File: src/rtl/request_replay_cache_macros.svh
// Assertion macros shared by the request replay cache RTL.
// Each macro expects a clock named clk and an active-low reset named arst_n in scope.
`ifndef REQUEST_REPLAY_CACHE_MACROS_SVH
`define REQUEST_REPLAY_CACHE_MACROS_SVH

`ifndef SYNTHESIS

`define RRC_ASSERT(lbl, prop, msg) \
	lbl: assert property (@(posedge clk) disable iff (!arst_n) prop) else $error(msg);

`define RRC_NEVER(lbl, cond, msg) \
	`RRC_ASSERT(lbl, !(cond), msg)

`else

`define RRC_ASSERT(lbl, prop, msg)

`define RRC_NEVER(lbl, cond, msg)

`endif

`endif

File: src/rtl/rrc_pkg.sv
package rrc_pkg;

	localparam int ID_W    = 32;
	localparam int CMD_W   = 16;
	localparam int FLAGS_W = 16;
	localparam int KEY_W   = ID_W + CMD_W + FLAGS_W;
	localparam int STAMP_W = 32;
	localparam int SLOT_W  = 3;

	localparam logic [STAMP_W-1:0] STAMP_MAX = {STAMP_W{1'b1}};

	typedef enum logic {
		CMD_LOOKUP = 1'b0,
		CMD_RECORD = 1'b1
	} cmd_t;

	// The request id sits in the low bits, as on the input stream.
	typedef struct packed {
		logic [FLAGS_W-1:0] flags;
		logic [CMD_W-1:0]   command;
		logic [ID_W-1:0]    id;
	} key_t;

	typedef logic [STAMP_W-1:0] stamp_t;

endpackage

File: src/rtl/rrc_match.sv
module rrc_match #(
	parameter int SLOTS = 8,
	parameter int IDXW  = 3
) (
	input  rrc_pkg::key_t     key,
	input  rrc_pkg::key_t     entry_key [SLOTS],
	input  logic [SLOTS-1:0]  entry_valid,
	output logic              hit,
	output logic [IDXW-1:0]   hit_idx,
	output logic              free,
	output logic [IDXW-1:0]   free_idx
);
	import rrc_pkg::*;

	logic [SLOTS-1:0] match;

	always_comb begin
		for (int i = 0; i < SLOTS; i++) begin
			match[i] = entry_valid[i] && (entry_key[i] == key);
		end
	end

	// Priority encoders: the lowest index wins.
	always_comb begin
		hit      = 1'b0;
		hit_idx  = '0;
		free     = 1'b0;
		free_idx = '0;
		for (int i = SLOTS - 1; i >= 0; i--) begin
			if (match[i]) begin
				hit     = 1'b1;
				hit_idx = IDXW'(i);
			end
			if (!entry_valid[i]) begin
				free     = 1'b1;
				free_idx = IDXW'(i);
			end
		end
	end

endmodule

File: src/rtl/rrc_victim.sv
module rrc_victim #(
	parameter int SLOTS = 8,
	parameter int IDXW  = 3
) (
	input  rrc_pkg::stamp_t  stamp [SLOTS],
	output logic [IDXW-1:0]  victim_idx
);
	import rrc_pkg::*;

	localparam int LEAVES = 1 << IDXW;

	// Heap-numbered tournament tree: node k has children 2k and 2k+1.
	stamp_t          node_stamp [1:2*LEAVES-1];
	logic [IDXW-1:0] node_idx   [1:2*LEAVES-1];
	logic            node_use   [1:2*LEAVES-1];

	genvar g;
	generate
		for (g = 0; g < LEAVES; g++) begin : g_leaf
			if (g < SLOTS) begin : g_real
				assign node_stamp[LEAVES+g] = stamp[g];
				assign node_use[LEAVES+g]   = 1'b1;
			end else begin : g_pad
				assign node_stamp[LEAVES+g] = '0;
				assign node_use[LEAVES+g]   = 1'b0;
			end
			assign node_idx[LEAVES+g] = IDXW'(g);
		end

		for (g = 1; g < LEAVES; g++) begin : g_node
			logic take_right;

			// The left child holds lower indices, so it keeps ties.
			assign take_right = node_use[2*g+1] &&
				(!node_use[2*g] || (node_stamp[2*g+1] < node_stamp[2*g]));
			assign node_stamp[g] = take_right ? node_stamp[2*g+1] : node_stamp[2*g];
			assign node_idx[g]   = take_right ? node_idx[2*g+1] : node_idx[2*g];
			assign node_use[g]   = node_use[2*g] || node_use[2*g+1];
		end
	endgenerate

	assign victim_idx = node_idx[1];

endmodule

File: src/rtl/request_replay_cache.sv
// Request replay cache: a table of SLOTS answered requests keyed by request id,
// command and flags, with a recency stamp and a stored response length per entry.
// Input stream s_*: s_tuser carries the command (0 lookup, 1 record); s_tdata
// carries request id, command code, flags and response length.
// Output stream m_*: one transfer per input transfer, in order. m_tuser is the hit
// flag; m_tdata carries the slot and the stored length.
// A lookup returns the first valid matching slot and refreshes its stamp; a miss
// returns hit, slot and length all zero. A record fills the first free slot, or
// else the least recently used one, and returns that slot and the new length.
// An input transfer is captured in the input register, where the search and table
// update run, and the result then enters the output register. Throughput is one
// transfer per cycle while the output is taken, set by the single pass of compare
// and stamp tree between those two registers.
// When m_tready is low the result holds in the output register and one more item
// waits in the input register; s_tready then drops until the result is taken.
// Reset clears all valid marks and the stamp counter at once; the block is ready
// for a transfer as soon as reset is released.
`include "request_replay_cache_macros.svh"

module request_replay_cache #(
	parameter int  SLOTS       = 8,
	parameter int  LENGTH_BITS = 11,
	localparam int S_TDATA_W   = ((rrc_pkg::KEY_W + LENGTH_BITS + 7) / 8) * 8,
	localparam int M_TDATA_W   = ((rrc_pkg::SLOT_W + LENGTH_BITS + 7) / 8) * 8
) (
	input  logic                 clk,
	input  logic                 arst_n,
	input  logic                 s_tvalid,
	output logic                 s_tready,
	input  logic [S_TDATA_W-1:0] s_tdata,  // req_id, req_command, req_flags, resp_length
	input  logic                 s_tuser,  // cmd
	output logic                 m_tvalid,
	input  logic                 m_tready,
	output logic [M_TDATA_W-1:0] m_tdata,  // slot, stored_length
	output logic                 m_tuser   // hit
);
	import rrc_pkg::*;

	localparam int IDXW = (SLOTS > 1) ? $clog2(SLOTS) : 1;

	logic                   valid_s1;
	cmd_t                   cmd_s1;
	key_t                   key_s1;
	logic [LENGTH_BITS-1:0] len_s1;

	logic [SLOTS-1:0]       entry_valid_q;
	key_t                   entry_key_q [SLOTS];
	stamp_t                 entry_stamp_q [SLOTS];
	logic [LENGTH_BITS-1:0] entry_len_q [SLOTS];
	stamp_t                 stamp_cnt_q;

	logic                   out_valid_q;
	logic                   out_hit_q;
	logic [SLOT_W-1:0]      out_slot_q;
	logic [LENGTH_BITS-1:0] out_len_q;

	logic                   fire;
	logic                   match_hit;
	logic [IDXW-1:0]        hit_idx;
	logic                   any_free;
	logic [IDXW-1:0]        free_idx;
	logic [IDXW-1:0]        victim_idx;
	logic [IDXW-1:0]        pick_idx;
	logic [IDXW-1:0]        res_idx;
	logic [IDXW+SLOT_W-1:0] res_idx_ext;
	stamp_t                 stamp_next;
	logic                   is_record;
	logic                   do_refresh;

	rrc_match #(
		.SLOTS(SLOTS),
		.IDXW (IDXW)
	) u_match (
		.key        (key_s1),
		.entry_key  (entry_key_q),
		.entry_valid(entry_valid_q),
		.hit        (match_hit),
		.hit_idx    (hit_idx),
		.free       (any_free),
		.free_idx   (free_idx)
	);

	rrc_victim #(
		.SLOTS(SLOTS),
		.IDXW (IDXW)
	) u_victim (
		.stamp     (entry_stamp_q),
		.victim_idx(victim_idx)
	);

	assign fire       = valid_s1 && (!out_valid_q || m_tready);
	assign s_tready   = !valid_s1 || fire;
	assign is_record  = (cmd_s1 == CMD_RECORD);
	assign do_refresh = !is_record && match_hit;
	assign pick_idx   = any_free ? free_idx : victim_idx;
	assign res_idx    = is_record ? pick_idx : hit_idx;
	assign res_idx_ext = {{SLOT_W{1'b0}}, res_idx};
	assign stamp_next = (stamp_cnt_q == STAMP_MAX) ? stamp_cnt_q : stamp_cnt_q + 1'b1;

	always_ff @(posedge clk or negedge arst_n) begin
		if (!arst_n) begin
			valid_s1 <= 1'b0;
		end else if (s_tready) begin
			valid_s1 <= s_tvalid;
		end
	end

	always_ff @(posedge clk) begin
		if (s_tvalid && s_tready) begin
			cmd_s1 <= cmd_t'(s_tuser);
			key_s1 <= key_t'(s_tdata[KEY_W-1:0]);
			len_s1 <= s_tdata[KEY_W +: LENGTH_BITS];
		end
	end

	always_ff @(posedge clk or negedge arst_n) begin
		if (!arst_n) begin
			entry_valid_q <= '0;
			stamp_cnt_q   <= '0;
			out_valid_q   <= 1'b0;
		end else begin
			if (fire && is_record) begin
				entry_valid_q[pick_idx] <= 1'b1;
			end
			if (fire && (is_record || do_refresh)) begin
				stamp_cnt_q <= stamp_next;
			end
			if (fire) begin
				out_valid_q <= 1'b1;
			end else if (m_tready) begin
				out_valid_q <= 1'b0;
			end
		end
	end

	always_ff @(posedge clk) begin
		if (fire && is_record) begin
			entry_key_q[pick_idx]   <= key_s1;
			entry_stamp_q[pick_idx] <= stamp_next;
			entry_len_q[pick_idx]   <= len_s1;
		end else if (fire && do_refresh) begin
			entry_stamp_q[hit_idx] <= stamp_next;
		end
	end

	always_ff @(posedge clk) begin
		if (fire) begin
			if (is_record) begin
				out_hit_q  <= 1'b0;
				out_slot_q <= res_idx_ext[SLOT_W-1:0];
				out_len_q  <= len_s1;
			end else if (match_hit) begin
				out_hit_q  <= 1'b1;
				out_slot_q <= res_idx_ext[SLOT_W-1:0];
				out_len_q  <= entry_len_q[hit_idx];
			end else begin
				out_hit_q  <= 1'b0;
				out_slot_q <= '0;
				out_len_q  <= '0;
			end
		end
	end

	assign m_tvalid = out_valid_q;
	assign m_tuser  = out_hit_q;

	always_comb begin
		m_tdata = '0;
		m_tdata[SLOT_W-1:0]           = out_slot_q;
		m_tdata[SLOT_W +: LENGTH_BITS] = out_len_q;
	end

	`RRC_ASSERT(a_stamp_monotonic, stamp_cnt_q >= $past(stamp_cnt_q), "stamp counter went backwards")
	`RRC_NEVER(a_hit_on_invalid, match_hit && !entry_valid_q[hit_idx], "hit reported on an invalid entry")
	`RRC_NEVER(a_evict_with_free, fire && is_record && any_free && entry_valid_q[pick_idx], "record overwrote a valid entry while a free slot existed")
	`RRC_ASSERT(a_record_sets_valid, fire && is_record |=> entry_valid_q[$past(pick_idx)], "recorded slot is not valid")

endmodule
File: config.mk
export PLATFORM = sky130hd
export DESIGN_NAME = request_replay_cache
export DESIGN_NICKNAME = d
export VERILOG_FILES = /design/src/rtl/rrc_pkg.sv /design/src/rtl/rrc_match.sv /design/src/rtl/rrc_victim.sv /design/src/rtl/request_replay_cache.sv
export VERILOG_INCLUDE_DIRS = /design/src /design/src/rtl
export SDC_FILE = /design/constraint.sdc
export NUM_CORES = 2
export LEC_CHECK = 0
export BUFFER_PORTS_ARGS = -buffer_cell sky130_fd_sc_hd__buf_2
export CAP_MARGIN = 10
export CORE_UTILIZATION = 57
export CTS_BUF_LIST = sky130_fd_sc_hd__clkbuf_4 sky130_fd_sc_hd__clkbuf_8 sky130_fd_sc_hd__clkbuf_16
export CTS_CLUSTER_DIAMETER = 40
export DETAILED_ROUTE_END_ITERATION = 6
export GPL_ROUTABILITY_DRIVEN = 0
export PLACE_DENSITY_LB_ADDON = 0.08
export SLEW_MARGIN = 20
export SYNTH_ARGS = -nofsm -noshare
export SYNTH_HDL_FRONTEND = slang
export SYNTH_SLANG_ARGS = --single-unit
File: constraint.sdc
create_clock -name clk -period 12.01 [get_ports clk]
set_clock_uncertainty 0.1 [all_clocks]
set_input_delay 0.6005 -clock clk [delete_from_list [all_inputs] [get_ports clk]]
set_output_delay 0.6005 -clock clk [all_outputs]
set_load 0.005 [all_outputs]
==> impl_metrics.csv <==
group,metric,value,unit
final_layout,area_growth,16.5,%
placement,portBuffers,96,
timing,setup_violations,0,
timing,tns,0,ns
power,power_density,173,nW/um2
timing,relSlewSlack,0.200,
worst_setup_path,crit_type,"reg2reg",
global_routing,grt_pass1_vias,30600,
worst_setup_path,path_buf_inv,2,
synth,ys_top_cells_by_area,"edfxtp_1 (61%), xnor2_1 (6.3%), ha_1 (5.8%)",
timing,fin_crit,10.51,ns
routing,first_pass_iters,7,
timing,worst-slew-pin-transition,1.19,ns
placement,postPlaceCellArea,49000,um2
synth,synthTopCellsByCount,"edfxtp_1 (947), nor2_1 (359), xnor2_1 (334), nand2_1 (221), ha_1 (218)",
synth,syn_avg_cell_area,12.9,um2
routing,final_antenna_net_count,0,
routing,drcViolationCount,2,
run,maxCapViolCount,0,
routing,vias,30400,
worst_setup_path,arrival,10.78,ns
final_layout,design_area,54400,um2
worst_setup_path,path_common_cell,"o21ai_0",
synth,synthCells,3615,
synth,synth_seq_cells,989,
clocking,cts_buffer_depth,3,
worst_setup_path,slowest_delay,0.98,ns
timing,timing.final.max_slew_violations,0,
clocking,cts_made_buffers,135,
synth,synth_edf_count,947,
floorplanning,fp.dieH,288,um
worst_setup_path,critPathLaunchType,"register",
clocking,clkSinkCount,989,
final_layout,nFillCells,5763,
synth,synth_cell_type_count,82,
worst_setup_path,worstPathRequired,12.28,ns
worst_setup_path,critPathTopFamily,"compound AO/OA/AOI/OAI gates",
timing,rsz0062_at_grt,"no",
timing,fmax,0.0951,GHz
floorplanning,start_util,0.578,
synth,synthArstFlopShare,0.0425,
global_routing,antenna_found_initial,0,
floorplanning,die_width,288,um
routing,first_iter_violations,2691,
clocking,cts_resized,0,
run_status,run_status,"finished with violations",
hold_path,min_path_type,"in2reg",
synth,yosysTopAreaCell,"edfxtp_1",
global_routing,grt.total_usage,0.301,
floorplanning,ios,104,
clocking,cts.clk_slew.worst_paths,0.05,ns
worst_setup_path,rrSetupSlack,1.50,ns
worst_setup_path,end_kind,"register",
routing,viasPerCell,6.00,
worst_setup_path,cp_max_fo,33,
floorplanning,row_count,104,
timing,hold_viol,0,
power,power.leakage,20.1,nW
final_layout,drive_above_1_share,0.132,
synth,synth_top_area_frac,0.608,
final_layout,postLayoutCoreUtil,0.674,
placement,dpl.hpwl,82200,um
floorplanning,core,80800,um2
worst_setup_path,cp_slowest_cell,"o211ai_1",
synth,synth_area,46700,um2
clocking,h-tree-depth,4,
timing,finalCritPeriodShare,0.875,
synth,yosysMostFrequentCell,"edfxtp_1",
power,ir_drop,0.163,mV
run_status,violations,"DRC",
synth,ys_warn_count,0,
final_layout,nets,4194,
routing,wl,124000,um
global_routing,grt_pass1_wl,185000,um
global_routing,grt_overflow_total,0,
synth,synth_ff_type,"edfxtp_1",
global_routing,grt_max_degree,77,
routing,wl_per_cell,24.4,um
clocking,clock_latency,0.73,ns
clocking,ctsRootBufferMaster,"clkbuf_16",
clocking,cts_tree,"done",
floorplanning,die_area,83200,um2
synth,ys_seq_area_frac,0.631,
## area by class of cell
cell class | count | area (um2) | share of cell area
antenna | 2 | 5.00 | 0.0000919
inverter | 203 | 762 | 0.0140
sequential | 989 | 29500 | 0.542
multi-input combinational | 2281 | 16100 | 0.296
tap | 1060 | 1330 | 0.0244
timing repair buffer | 281 | 2120 | 0.0389
clock buffer | 161 | 3620 | 0.0664
clock inverter | 88 | 1030 | 0.0189
## cells in the final DEF (no fill, tap or decap), drive strengths merged, types with 27 or more instances in the layout
cell type	instances
nand4	118
a21o	27
dfrtp	42
inv	217
nand2	221
ha	218
clkbuf	161
dlygate4sd3	77
xor2	120
buf	204
nor2	389
edfxtp	947
nor4	56
o221ai	28
mux2i	87
xnor2	334
o22ai	32
o21ai	139
clkinv	45
a21oi	97
nand2b	53
nand3	68
## power breakdown
group / switching (mW) / internal (mW)
registers: 0.143 / 4.12
logic: 0.760 / 0.367
clock network: 1.55 / 2.49
total: 2.45 / 6.97
## final timing paths
path | start | cells after the start | to
worst max-delay path | entry_stamp_q[139]$_DFFE_PP_ | 28 | entry_key_q[324]$_DFFE_PP_
worst min-delay path | m_tready | 3 | m_tvalid$_DFFE_PN0P_
worst max register to register | entry_stamp_q[139]$_DFFE_PP_ | 28 | entry_key_q[324]$_DFFE_PP_
worst min register to register | valid_s1$_DFFE_PN0N_ | 1 | m_tvalid$_DFFE_PN0P_
max in group asynchronous | arst_n | 2 | stamp_cnt_q[4]$_DFFE_PN0P_
min in group asynchronous | arst_n | 2 | m_tvalid$_DFFE_PN0P_
## cells by family (layout without fill, tap and decap cells)
logic type	after synthesis	count (layout)	synth area share
compound gates	492	492	0.0711
xor+xnor	454	454	0.0851
fa+ha+maj	218	218	0.0583
buf+inv	346	733	0.0291
flops	989	989	0.631
mux	99	99	0.0215
other cells	1	4	0.0000802
simple gates	1016	1016	0.104
## worst min-delay path: cells and delay by family
| family | cells | cell delay (ns) |
|---|---|---|
| buffers and inverters | 1 | 0.08 |
| and+or+nand+nor | 2 | 0.17 |
## what timing repair did
item,4_1_cts,5_1_grt
setup buffers,0,0
endpoints found under the hold margin,104,0
hold buffers,77,0
## metrics by stage
step	total power, mW	worst slack, ns	cells	hold WS, ns
4_1_cts	9.46	1.56	5063	0.0435
6_report	9.43	1.50	5065	0.0773
3_5_place_dp	5.42	1.58	4737	0.392
2_1_floorplan	5.02	1.12	3616	0.205
5_1_grt	9.71	0.987	5063	0.0555
3_3_place_gp	5.37	1.72	4737	0.370
## state kept, by name, indices dropped and copies added, names as in the netlist, 3 cells and up
name / count
entry_key_q: 512
entry_stamp_q: 256
entry_len_q: 88
key_s1: 64
stamp_cnt_q: 32
len_s1: 11
out_len_q: 11
entry_valid_q: 8
out_slot_q: 3
## routing by layer
| layer | up-vias | part of all wire | GRT usage |
|---|---|---|---|
| met4 | 0 | 0.047 | 0.140 |
| met3 | 298 | 0.066 | 0.0454 |
| met2 | 1196 | 0.49 | 0.514 |
| met1 | 15100 | 0.39 | 0.380 |
| li1 | 13800 | - | - |
| met5 | - | 0 | 0 |
(Power assumes the default switching activity.)
